--- config.mk ---
export PLATFORM = sky130hd
export DESIGN_NAME = ipv4ts_ctrl
export DESIGN_NICKNAME = d
export VERILOG_FILES = /design/src/rtl/ipv4ts_pkg.sv /design/src/rtl/ipv4ts_ctrl.sv
export SDC_FILE = /design/constraint.sdc
export NUM_CORES = 1
export LEC_CHECK = 0
export ABC_AREA = 1
export BUFFER_PORTS_ARGS = -buffer_cell sky130_fd_sc_hd__buf_2
export CORE_AREA = 2 2 39 41
export CTS_BUF_LIST = sky130_fd_sc_hd__clkbuf_4 sky130_fd_sc_hd__clkbuf_8 sky130_fd_sc_hd__clkbuf_16
export DETAILED_ROUTE_END_ITERATION = 12
export DIE_AREA = 0 0 41 43
export GPL_ROUTABILITY_DRIVEN = 0
export PLACE_DENSITY_LB_ADDON = 0.12
export SETUP_SLACK_MARGIN = 0.2
export SKIP_LAST_GASP = 1
export SLEW_MARGIN = 10
export SYNTH_ARGS = -nofsm -noshare
export SYNTH_HDL_FRONTEND = slang
export SYNTH_SLANG_ARGS = --single-unit
--- constraint.sdc ---
create_clock -name clk -period 1.5 [get_ports clk]
set_input_delay 0.15 -clock clk [delete_from_list [all_inputs] [get_ports clk]]
set_output_delay 0.15 -clock clk [all_outputs]
set_load 0.05 [all_outputs]
--- src/rtl/ipv4ts_pkg.sv ---
// Shared types and constants for the IPv4 trie set lookup block.
// Used by the controller, the datapath and the top level; depends on nothing.
`timescale 1ns / 1ps

package ipv4ts_pkg;

	localparam int OCTET_W = 8;

	localparam logic       OP_INSERT   = 1'b0;
	localparam logic       OP_SEARCH   = 1'b1;
	localparam logic       STATUS_OK   = 1'b0;
	localparam logic       STATUS_FULL = 1'b1;
	localparam logic [1:0] LAST_LEVEL  = 2'd3;

	typedef enum logic [4:0] {
		ST_CLEAR = 5'b00001,
		ST_IDLE  = 5'b00010,
		ST_READ  = 5'b00100,
		ST_EVAL  = 5'b01000,
		ST_EMIT  = 5'b10000
	} ipv4ts_state_t;

	// controller to datapath
	typedef struct packed {
		logic clr;     // zero one store entry of the clearing pass
		logic load;    // capture the input item
		logic rd;      // read the entry of the current level
		logic alloc;   // link a fresh node and descend into it
		logic follow;  // descend into the child just read
		logic mark;    // set the leaf mark and count the insert
		logic hit;     // flag a search hit
		logic fail;    // flag a full pool
		logic emit;    // load the result register
	} ipv4ts_cmd_t;

	// datapath to controller
	typedef struct packed {
		logic clr_last;
		logic op_search;
		logic last_level;
		logic child_zero;
		logic pool_full;
		logic total_zero;
		logic out_free;
	} ipv4ts_sts_t;

endpackage

--- src/rtl/ipv4ts_ctrl.sv ---
// Controller of the IPv4 trie set lookup: sequences the clearing pass and the
// level-by-level walk. Depends on ipv4ts_pkg; commands ipv4ts_dp.
`timescale 1ns / 1ps

module ipv4ts_ctrl import ipv4ts_pkg::*; (
	input  logic        clk,
	input  logic        arst_n,
	input  logic        in_valid,
	output logic        in_stall,
	input  ipv4ts_sts_t sts,
	output ipv4ts_cmd_t cmd
);

	ipv4ts_state_t state_q, state_d;

	always_ff @(posedge clk or negedge arst_n) begin
		if (!arst_n) begin
			state_q <= ST_CLEAR;
		end else begin
			state_q <= state_d;
		end
	end

	assign in_stall = (state_q != ST_IDLE);

	always_comb begin
		cmd     = '0;
		state_d = state_q;
		case (state_q)
			ST_CLEAR: begin
				cmd.clr = 1'b1;
				if (sts.clr_last) begin
					state_d = ST_IDLE;
				end
			end
			ST_IDLE: begin
				if (in_valid) begin
					cmd.load = 1'b1;
					state_d  = ST_READ;
				end
			end
			ST_READ: begin
				if (!sts.op_search && sts.last_level) begin
					// insert needs no read at the last level: set the mark
					cmd.mark = 1'b1;
					state_d  = ST_EMIT;
				end else if (sts.op_search && sts.total_zero) begin
					state_d = ST_EMIT;
				end else begin
					cmd.rd  = 1'b1;
					state_d = ST_EVAL;
				end
			end
			ST_EVAL: begin
				if (sts.last_level) begin
					cmd.hit = !sts.child_zero;
					state_d = ST_EMIT;
				end else if (!sts.child_zero) begin
					cmd.follow = 1'b1;
					state_d    = ST_READ;
				end else if (sts.op_search) begin
					state_d = ST_EMIT;
				end else if (sts.pool_full) begin
					cmd.fail = 1'b1;
					state_d  = ST_EMIT;
				end else begin
					cmd.alloc = 1'b1;
					state_d   = ST_READ;
				end
			end
			ST_EMIT: begin
				// hold until the result register is free
				if (sts.out_free) begin
					cmd.emit = 1'b1;
					state_d  = ST_IDLE;
				end
			end
			default: begin
				state_d = ST_CLEAR;
			end
		endcase
	end

endmodule

==> run_summary.xml, run 1 <==
<?xml version="1.0" encoding="UTF-8"?>
<metrics>
  <group name="global_route">
    <metric name="first_global_vias" unit="">454</metric>
    <metric name="grt_start_max_net_pins" unit="">7</metric>
    <metric name="grt_first_pass_wirelength" unit="µm">1700</metric>
    <metric name="groute.usage.overall" unit="">0.141</metric>
    <metric name="globalRoute.totalOverflow" unit="">0</metric>
    <metric name="number_of_antenna_violations_at_the_first_check_in_global_routing" unit="">0</metric>
  </group>
  <group name="clock_tree">
    <metric name="clock_sinks" unit="">5</metric>
    <metric name="htree_num_levels" unit="">1</metric>
    <metric name="clk_transition_reported_paths" unit="ns">0.04</metric>
    <metric name="worstSkewPairLatency" unit="ns">0.25</metric>
    <metric name="tritoncts" unit="">built</metric>
    <metric name="cts_max_path_buffers" unit="">2</metric>
    <metric name="cts-buffers-inserted" unit="">3</metric>
    <metric name="ctsRootBufferMaster" unit="">sky130_fd_sc_hd__clkbuf_4</metric>
  </group>
  <group name="critical_path">
    <metric name="r2r_setup_slack" unit="ns">0.22</metric>
    <metric name="critPathRequiredTime" unit="ns">1.35</metric>
    <metric name="crit_arrival" unit="ns">1.40</metric>
    <metric name="kind_of_critical_path" unit="">reg -&gt; out</metric>
    <metric name="worst_r2r_endpoint" unit="">state_q[0]</metric>
    <metric name="critical_path.reg2reg.startpoint" unit="">state_q[0]</metric>
    <metric name="path_max_fanout" unit="">6</metric>
    <metric name="worstSetupStartpointType" unit="">flop</metric>
    <metric name="end_kind" unit="">output pin</metric>
    <metric name="r2r.worst_path.cells" unit="">8</metric>
  </group>
  <group name="sta">
    <metric name="final_critical_path_share_of_the_clock_period" unit="">1.03</metric>
    <metric name="slew_violations" unit="">0</metric>
    <metric name="rsz0062_at_grt" unit="">yes</metric>
    <metric name="number_of_endpoints_failing_setup_at_the_final_stage" unit="">6</metric>
    <metric name="maxClockFrequency" unit="MHz">646</metric>
    <metric name="hold_violations" unit="">0</metric>
    <metric name="worstMarginPinSlew" unit="ns">0.520</metric>
    <metric name="finClkSkew" unit="ns">0.00247</metric>
    <metric name="fin_crit_period" unit="ns">1.55</metric>
    <metric name="fin_ws" unit="ns">-0.0489</metric>
    <metric name="max_slew_margin" unit="">0.650</metric>
  </group>
  <group name="floorplan">
    <metric name="top_level_ports" unit="">20</metric>
    <metric name="die_area" unit="mm²">0.00176</metric>
    <metric name="coreArea" unit="mm²">0.00138</metric>
    <metric name="start_util" unit="">0.296</metric>
    <metric name="chipWidth" unit="µm">41</metric>
    <metric name="placement_row_count" unit="">14</metric>
    <metric name="die_y" unit="µm">43</metric>
  </group>
  <group name="outcome">
    <metric name="failing_checks" unit="">setup timing</metric>
    <metric name="status" unit="">finished with violations</metric>
  </group>
  <group name="logic_synthesis">
    <metric name="ys_warn_count" unit="">0</metric>
    <metric name="mappedNetlistArea" unit="µm²">409</metric>
    <metric name="number_of_flip_flops_and_latches_in_the_synthesized_netlist" unit="">5</metric>
    <metric name="unique_masters_post_synth" unit="">17</metric>
    <metric name="cell_type_with_the_highest_aggregate_area_in_the_netlist" unit="">sky130_fd_sc_hd__dfrtp_1</metric>
    <metric name="yosysSeqAreaShare" unit="">0.309</metric>
    <metric name="post_synth_inst_count" unit="">62</metric>
    <metric name="synth.net_count" unit="">72</metric>
    <metric name="yosys-top-cells-area" unit="">sky130_fd_sc_hd__dfrtp_1 24%, sky130_fd_sc_hd__inv_1 11%, sky130_fd_sc_hd__nand2_1 10%, sky130_fd_sc_hd__nor2_1 9.2%, sky130_fd_sc_hd__dfstp_2 6.4%</metric>
    <metric name="syn_area_per_cell" unit="µm²">6.60</metric>
    <metric name="netlist.area_leader.share" unit="">0.245</metric>
  </group>
  <group name="hold_path">
    <metric name="worstHoldStart" unit="">sts[6]</metric>
    <metric name="min_path_cells" unit="">4</metric>
    <metric name="hold_class" unit="">in -&gt; reg</metric>
    <metric name="worst_hold_path.endpoint" unit="">state_q[0]</metric>
  </group>
  <group name="layout">
    <metric name="layout.cells.most_common" unit="">sky130_fd_sc_hd__nand2_1</metric>
    <metric name="area.growth.synth_to_final" unit="%">112</metric>
    <metric name="layout_cells_sized_above_1" unit="">0.619</metric>
    <metric name="design.final.nets" unit="">108</metric>
    <metric name="largest_register_ff_count" unit="">5</metric>
    <metric name="num_antenna_cells" unit="">0</metric>
    <metric name="finalCoreUtilization" unit="">0.627</metric>
    <metric name="finish.instance_area" unit="µm²">868</metric>
    <metric name="largest-register" unit="">state_q</metric>
    <metric name="layout_common_cells" unit="">11 x sky130_fd_sc_hd__nand2_1, 9 x sky130_fd_sc_hd__buf_2, 9 x sky130_fd_sc_hd__buf_6</metric>
    <metric name="layout_top_registers" unit="">state_q x5</metric>
  </group>
  <group name="power">
    <metric name="leakagePower" unit="nW">0.416</metric>
    <metric name="share_clk_of_total_power" unit="">0.139</metric>
    <metric name="cell_internal_pwr" unit="W">0.000681</metric>
    <metric name="vdd.ir_drop.worst" unit="µV">514</metric>
    <metric name="share_of_total_power_in_sequential_cells" unit="">0.192</metric>
    <metric name="logic_pwr_share" unit="">0.670</metric>
    <metric name="power.density_cell_area" unit="mW/mm²">1470</metric>
    <metric name="p_sw" unit="W">0.000599</metric>
    <metric name="switching_share" unit="">0.468</metric>
  </group>
  <group name="routing">
    <metric name="drt_iter0_markers" unit="">13</metric>
    <metric name="detail_route.first_pass.iterations" unit="">4</metric>
    <metric name="dr_total_vias" unit="">520</metric>
    <metric name="route.antenna.remaining_nets" unit="">0</metric>
    <metric name="detail_route.vias_per_cell" unit="">4.60</metric>
    <metric name="post_drt_wl_per_cell" unit="µm">10.8</metric>
    <metric name="finalWirelength" unit="µm">1220</metric>
    <metric name="detail_route.drc_violations" unit="">0</metric>
  </group>
  <group name="place">
    <metric name="place_worst_setup_slack" unit="ns">0.0847</metric>
    <metric name="placedInstanceArea" unit="µm²">626</metric>
    <metric name="port_buffers" unit="">19</metric>
    <metric name="place_hpwl" unit="µm">780</metric>
  </group>
  <group name="flow_run">
    <metric name="max_cap_violations" unit="">0</metric>
  </group>
</metrics>
[what timing repair did]
action,CTS,global route
pin swaps,8,8
setup buffers,6,3
setup endpoints to repair,10,11
hold endpoints to repair,5,0
gates cloned,0,0
hold buffers,1,0
resized for setup,25,14
[critical path, stage by stage, from the launching register on]
cell                      delay (ns)
sky130_fd_sc_hd__dfrtp_1        0.41
sky130_fd_sc_hd__nor2_4         0.17
sky130_fd_sc_hd__nand3_4        0.17
sky130_fd_sc_hd__nor3_4         0.22
sky130_fd_sc_hd__buf_6          0.18
[synthesized netlist by cell type]
cell type / number
sky130_fd_sc_hd__a21oi_2: 1
sky130_fd_sc_hd__clkinv_1: 1
sky130_fd_sc_hd__dfrtp_1: 4
sky130_fd_sc_hd__dfstp_2: 1
sky130_fd_sc_hd__inv_1: 12
sky130_fd_sc_hd__inv_2: 1
sky130_fd_sc_hd__nand2_1: 11
sky130_fd_sc_hd__nand3_1: 4
sky130_fd_sc_hd__nand3_2: 2
sky130_fd_sc_hd__nand4_1: 3
sky130_fd_sc_hd__nor2_1: 10
sky130_fd_sc_hd__nor2_2: 3
sky130_fd_sc_hd__nor2_4: 2
sky130_fd_sc_hd__nor3_1: 2
sky130_fd_sc_hd__nor3_2: 1
sky130_fd_sc_hd__nor4_1: 2
sky130_fd_sc_hd__o21ai_0: 2
[through the flow]
stage	total power, W	hold WS [ns]	std cells	setup TNS, ns
floorplan	0.000653	-0.146	62	0
global placement	0.000757	-0.0339	99	0
detailed placement	0.000757	-0.0361	99	0
CTS	0.00109	0.205	110	-0.0658
global route	0.00134	0.241	113	-0.501
finish	0.00128	0.208	113	-0.190
[how the worst max path moves through the flow]
stage | from | to | cells past startpoint
after floorplan | state_q[1] | cmd[1] | 3
after global placement | state_q[1] | cmd[3] | 6
after detailed placement | state_q[1] | cmd[3] | 6
after CTS | state_q[1] | cmd[3] | 6
after global routing | state_q[1] | cmd[2] | 4
final | state_q[1] | cmd[2] | 4
[logic make-up (layout without fill, tap and decap cells)]
family                 Yosys count  in the layout  synth area share
and+or+nand+nor                 40             40             0.517
DFF                              5              5             0.309
AOI/OAI and AO/OA                3              3            0.0459
buffers and inverters           14             49             0.128
[power by group through the flow]
stage	logic (W)	clock network [W]	registers, W
floorplan	0.000418	0	0.000235
global placement	0.000516	0	0.000241
detailed placement	0.000517	0	0.000241
CTS	0.000675	0.000178	0.000240
global route	0.000907	0.000180	0.000251
finish	0.000857	0.000178	0.000245
[per-layer routing]
metal	part of all wire	vias up	global-route usage	wire length, µm
li1	-	265	-	-
met1	0.34	231	0.150	414
met2	0.59	21	0.250	713
met3	0.056	3	0.0105	68
met4	0.016	0	0.0800	20
met5	0	-	0	0
[cell type report]
class,count,area (µm²)
Timing Repair Buffer,31,277
Inverter,14,52.6
Clock buffer,4,30.0
Sequential cell,5,128
Multi-Input combinational cell,43,362
Fill cell,123,515
Tap cell,16,20.0
Note: power is estimated with default switching activity, not from simulation.
==> inputs of run 2 (changes only) <==
--- a/config.mk
+++ b/config.mk
@@ -5,14 +5,14 @@
 export SDC_FILE = /design/constraint.sdc
 export NUM_CORES = 1
 export LEC_CHECK = 0
-export ABC_AREA = 1
 export BUFFER_PORTS_ARGS = -buffer_cell sky130_fd_sc_hd__buf_2
 export CORE_AREA = 2 2 39 41
 export CTS_BUF_LIST = sky130_fd_sc_hd__clkbuf_4 sky130_fd_sc_hd__clkbuf_8 sky130_fd_sc_hd__clkbuf_16
 export DETAILED_ROUTE_END_ITERATION = 12
 export DIE_AREA = 0 0 41 43
 export GPL_ROUTABILITY_DRIVEN = 0
-export PLACE_DENSITY_LB_ADDON = 0.12
+export GPL_TIMING_DRIVEN = 0
+export PLACE_DENSITY = 0.67
 export SETUP_SLACK_MARGIN = 0.2
 export SKIP_LAST_GASP = 1
 export SLEW_MARGIN = 10
==> run 2 against run 1 <==
The run still ends with setup timing left; critical path depth unchanged; clock skew about the same; synthesized cell count decreased by 27%; largest power group unchanged.
==> run_summary.xml, run 2 <==
<?xml version="1.0" encoding="UTF-8"?>
<metrics>
  <group name="critical_path">
    <metric name="kind_of_critical_path" unit="">reg -&gt; out</metric>
    <metric name="worstSetupStartpointType" unit="">flop</metric>
    <metric name="path_max_fanout" unit="">5</metric>
    <metric name="critPathRequiredTime" unit="ns">1.35</metric>
    <metric name="crit_arrival" unit="ns">1.49</metric>
    <metric name="end_kind" unit="">output pin</metric>
  </group>
  <group name="sta">
    <metric name="number_of_endpoints_failing_setup_at_the_final_stage" unit="">8</metric>
    <metric name="hold_violations" unit="">0</metric>
    <metric name="maxClockFrequency" unit="MHz">611</metric>
    <metric name="final_critical_path_share_of_the_clock_period" unit="">1.09</metric>
    <metric name="finClkSkew" unit="ns">0.00269</metric>
    <metric name="rsz0062_at_grt" unit="">yes</metric>
    <metric name="slew_violations" unit="">0</metric>
    <metric name="max_slew_margin" unit="">0.859</metric>
    <metric name="final.setup.tns" unit="ns">-0.560</metric>
    <metric name="fin_hold_ws" unit="ns">0.208</metric>
    <metric name="fin_ws" unit="ns">-0.135</metric>
    <metric name="worstMarginPinSlew" unit="ns">0.212</metric>
    <metric name="fin_crit_period" unit="ns">1.64</metric>
  </group>
  <group name="place">
    <metric name="port_buffers" unit="">19</metric>
    <metric name="placedInstanceArea" unit="µm²">617</metric>
    <metric name="place_hpwl" unit="µm">828</metric>
  </group>
  <group name="floorplan">
    <metric name="die_y" unit="µm">43</metric>
    <metric name="top_level_ports" unit="">20</metric>
    <metric name="coreArea" unit="mm²">0.00138</metric>
    <metric name="start_util" unit="">0.298</metric>
    <metric name="placement_row_count" unit="">14</metric>
    <metric name="die_area" unit="mm²">0.00176</metric>
    <metric name="chipWidth" unit="µm">41</metric>
  </group>
  <group name="logic_synthesis">
    <metric name="yosysSeqAreaShare" unit="">0.306</metric>
    <metric name="unique_masters_post_synth" unit="">29</metric>
    <metric name="mappedNetlistArea" unit="µm²">413</metric>
    <metric name="post_synth_inst_count" unit="">45</metric>
    <metric name="netlist.area_leader.share" unit="">0.242</metric>
    <metric name="yosys-top-cells-area" unit="">sky130_fd_sc_hd__dfrtp_1 24%, sky130_fd_sc_hd__dfstp_2 6.4%, sky130_fd_sc_hd__nor2_1 4.5%, sky130_fd_sc_hd__nand4b_1 4.2%, sky130_fd_sc_hd__nor3b_1 3.6%</metric>
    <metric name="syn_area_per_cell" unit="µm²">9.18</metric>
    <metric name="yosysMostFrequentCell" unit="">sky130_fd_sc_hd__nor2_1</metric>
    <metric name="cell_type_with_the_highest_aggregate_area_in_the_netlist" unit="">sky130_fd_sc_hd__dfrtp_1</metric>
    <metric name="synth-main-ff-cell" unit="">sky130_fd_sc_hd__dfrtp_1</metric>
    <metric name="synth.net_count" unit="">55</metric>
    <metric name="synth-async-reset-ratio" unit="">1.00</metric>
    <metric name="synth-edff-count" unit="">0</metric>
    <metric name="ys_warn_count" unit="">0</metric>
    <metric name="yosys-top-cells-count" unit="">5 x sky130_fd_sc_hd__nor2_1, 4 x sky130_fd_sc_hd__dfrtp_1</metric>
    <metric name="number_of_flip_flops_and_latches_in_the_synthesized_netlist" unit="">5</metric>
  </group>
  <group name="layout">
    <metric name="largest-register" unit="">state_q</metric>
    <metric name="finish.instance_area" unit="µm²">882</metric>
    <metric name="register_area" unit="µm²">129</metric>
    <metric name="area.growth.synth_to_final" unit="%">114</metric>
    <metric name="layout.cells.most_common" unit="">sky130_fd_sc_hd__buf_6</metric>
    <metric name="num_antenna_cells" unit="">0</metric>
    <metric name="fill_cells" unit="">123</metric>
    <metric name="largest_register_ff_count" unit="">5</metric>
    <metric name="layout_cells_sized_above_1" unit="">0.753</metric>
    <metric name="multi_input_comb_area" unit="µm²">393</metric>
    <metric name="layout_top_registers" unit="">state_q x5</metric>
    <metric name="layout_common_cells" unit="">12 x sky130_fd_sc_hd__buf_6, 9 x sky130_fd_sc_hd__buf_2, 9 x sky130_fd_sc_hd__buf_4</metric>
    <metric name="design.final.nets" unit="">92</metric>
  </group>
  <group name="clock_tree">
    <metric name="clk_transition_reported_paths" unit="ns">0.04</metric>
    <metric name="htree_num_levels" unit="">1</metric>
    <metric name="cts_max_path_buffers" unit="">2</metric>
    <metric name="cts-buffers-inserted" unit="">3</metric>
    <metric name="tritoncts" unit="">built</metric>
    <metric name="ctsRootBufferMaster" unit="">sky130_fd_sc_hd__clkbuf_4</metric>
    <metric name="worstSkewPairLatency" unit="ns">0.25</metric>
    <metric name="clock_sinks" unit="">5</metric>
  </group>
  <group name="routing">
    <metric name="drt_iter0_markers" unit="">7</metric>
    <metric name="detail_route.first_pass.iterations" unit="">4</metric>
    <metric name="detail_route.vias_per_cell" unit="">5.10</metric>
    <metric name="post_drt_wl_per_cell" unit="µm">13.7</metric>
    <metric name="drt-met1-wl" unit="µm">461</metric>
    <metric name="met2RoutedLength" unit="µm">751</metric>
    <metric name="route.antenna.remaining_nets" unit="">0</metric>
    <metric name="dr_total_vias" unit="">495</metric>
    <metric name="finalWirelength" unit="µm">1330</metric>
    <metric name="routed_wire_length_on_met3" unit="µm">111</metric>
    <metric name="detail_route.drc_violations" unit="">0</metric>
    <metric name="routed.top_layer" unit="">met4</metric>
  </group>
  <group name="power">
    <metric name="leakagePower" unit="nW">0.388</metric>
    <metric name="design_power_total" unit="W">0.00112</metric>
    <metric name="power.density_cell_area" unit="mW/mm²">1270</metric>
    <metric name="vdd.ir_drop.worst" unit="µV">1110</metric>
  </group>
  <group name="global_route">
    <metric name="first_global_vias" unit="">479</metric>
    <metric name="globalRoute.totalOverflow" unit="">0</metric>
    <metric name="groute.usage.overall" unit="">0.165</metric>
    <metric name="number_of_antenna_violations_at_the_first_check_in_global_routing" unit="">0</metric>
    <metric name="grt_first_pass_wirelength" unit="µm">1950</metric>
    <metric name="grt_start_max_net_pins" unit="">8</metric>
  </group>
  <group name="outcome">
    <metric name="failing_checks" unit="">setup timing</metric>
    <metric name="status" unit="">finished with violations</metric>
  </group>
  <group name="flow_run">
    <metric name="max_cap_violations" unit="">0</metric>
  </group>
  <group name="hold_path">
    <metric name="hold_class" unit="">in -&gt; reg</metric>
  </group>
</metrics>
-- run 2: cell types whose count changed after synthesis, sizes merged, moves of 2 or more --
cell and delta:
nor2 -7, o211ai +2, nand2 -10, nand3 -3, inv -11, and3 +2, buf +2, nand4 -2
nand4b +2, nor3b +3
-- run 2: power breakdown --
group	internal, W	switching, W	total [W]	leakage, nW
sequential	0.000180	0.0000527	0.000232	0.0617
clock	0.000119	0.0000614	0.000180	0.0184
combinational	0.000347	0.000362	0.000709	0.308
-- run 2: kinds of logic (layout without fill, tap and decap cells) --
logic type,count (synthesis),after routing,share of synthesized area
flops,5,5,0.306
simple gates,26,26,0.442
xor+xnor,2,2,0.0424
compound gates,7,7,0.139
buf+inv,4,40,0.0424
mux,1,1,0.0273
-- run 2: cell type report --
| class | instances | area share |
|---|---|---|
| multi-input combinational | 36 | 0.445 |
| timing repair buffer | 32 | 0.318 |
| sequential | 5 | 0.146 |
| clock buffer | 4 | 0.0340 |
| buffer | 2 | 0.0255 |
| tap | 16 | 0.0227 |
| inverter | 2 | 0.00851 |
-- run 2: what timing repair did --
item,4_1_cts,5_1_grt
pin swaps,4,4
endpoints found under the setup margin,10,11
endpoints found under the hold margin,5,0
resized for setup,25,13
setup buffers,8,4
hold buffers,1,0
-- run 2: path summary, 6_finish.rpt --
path                            start    endpoint  slack [ns]  cells after the start
max                        state_q[0]      cmd[1]       -0.14                      4
min                            sts[6]  state_q[1]        0.21                      2
max reg2reg                state_q[0]  state_q[0]        0.18                      5
min reg2reg                state_q[1]  state_q[3]        0.66                      3
max in group asynchronous      arst_n  state_q[0]        1.05                      2
min in group asynchronous      arst_n  state_q[2]        0.24                      2
-- run 2: metrics by stage --
stage | instances | setup WS [ns] | util
floorplan | 45 | -0.0942 | -
finish | 97 | -0.135 | 0.637
CTS | 93 | -0.115 | 0.579
global route | 97 | -0.194 | 0.637
global placement | 80 | -0.0179 | 0.446
detailed placement | 80 | -0.0325 | 0.446
-- run 2: worst max-delay path, stage by stage, from the launching register on --
cell	delay, ns
sky130_fd_sc_hd__dfstp_2	0.41
sky130_fd_sc_hd__nor2_4	0.22
sky130_fd_sc_hd__nand3_4	0.16
sky130_fd_sc_hd__nor4b_4	0.25
sky130_fd_sc_hd__buf_6	0.19
-- run 2: layer usage --
| metal | up-vias | global-route usage |
|---|---|---|
| met1 | 228 | 0.176 |
| met3 | 2 | 0.0628 |
| met5 | - | 0 |
| met4 | 0 | 0.0600 |
| met2 | 25 | 0.278 |
| li1 | 240 | - |
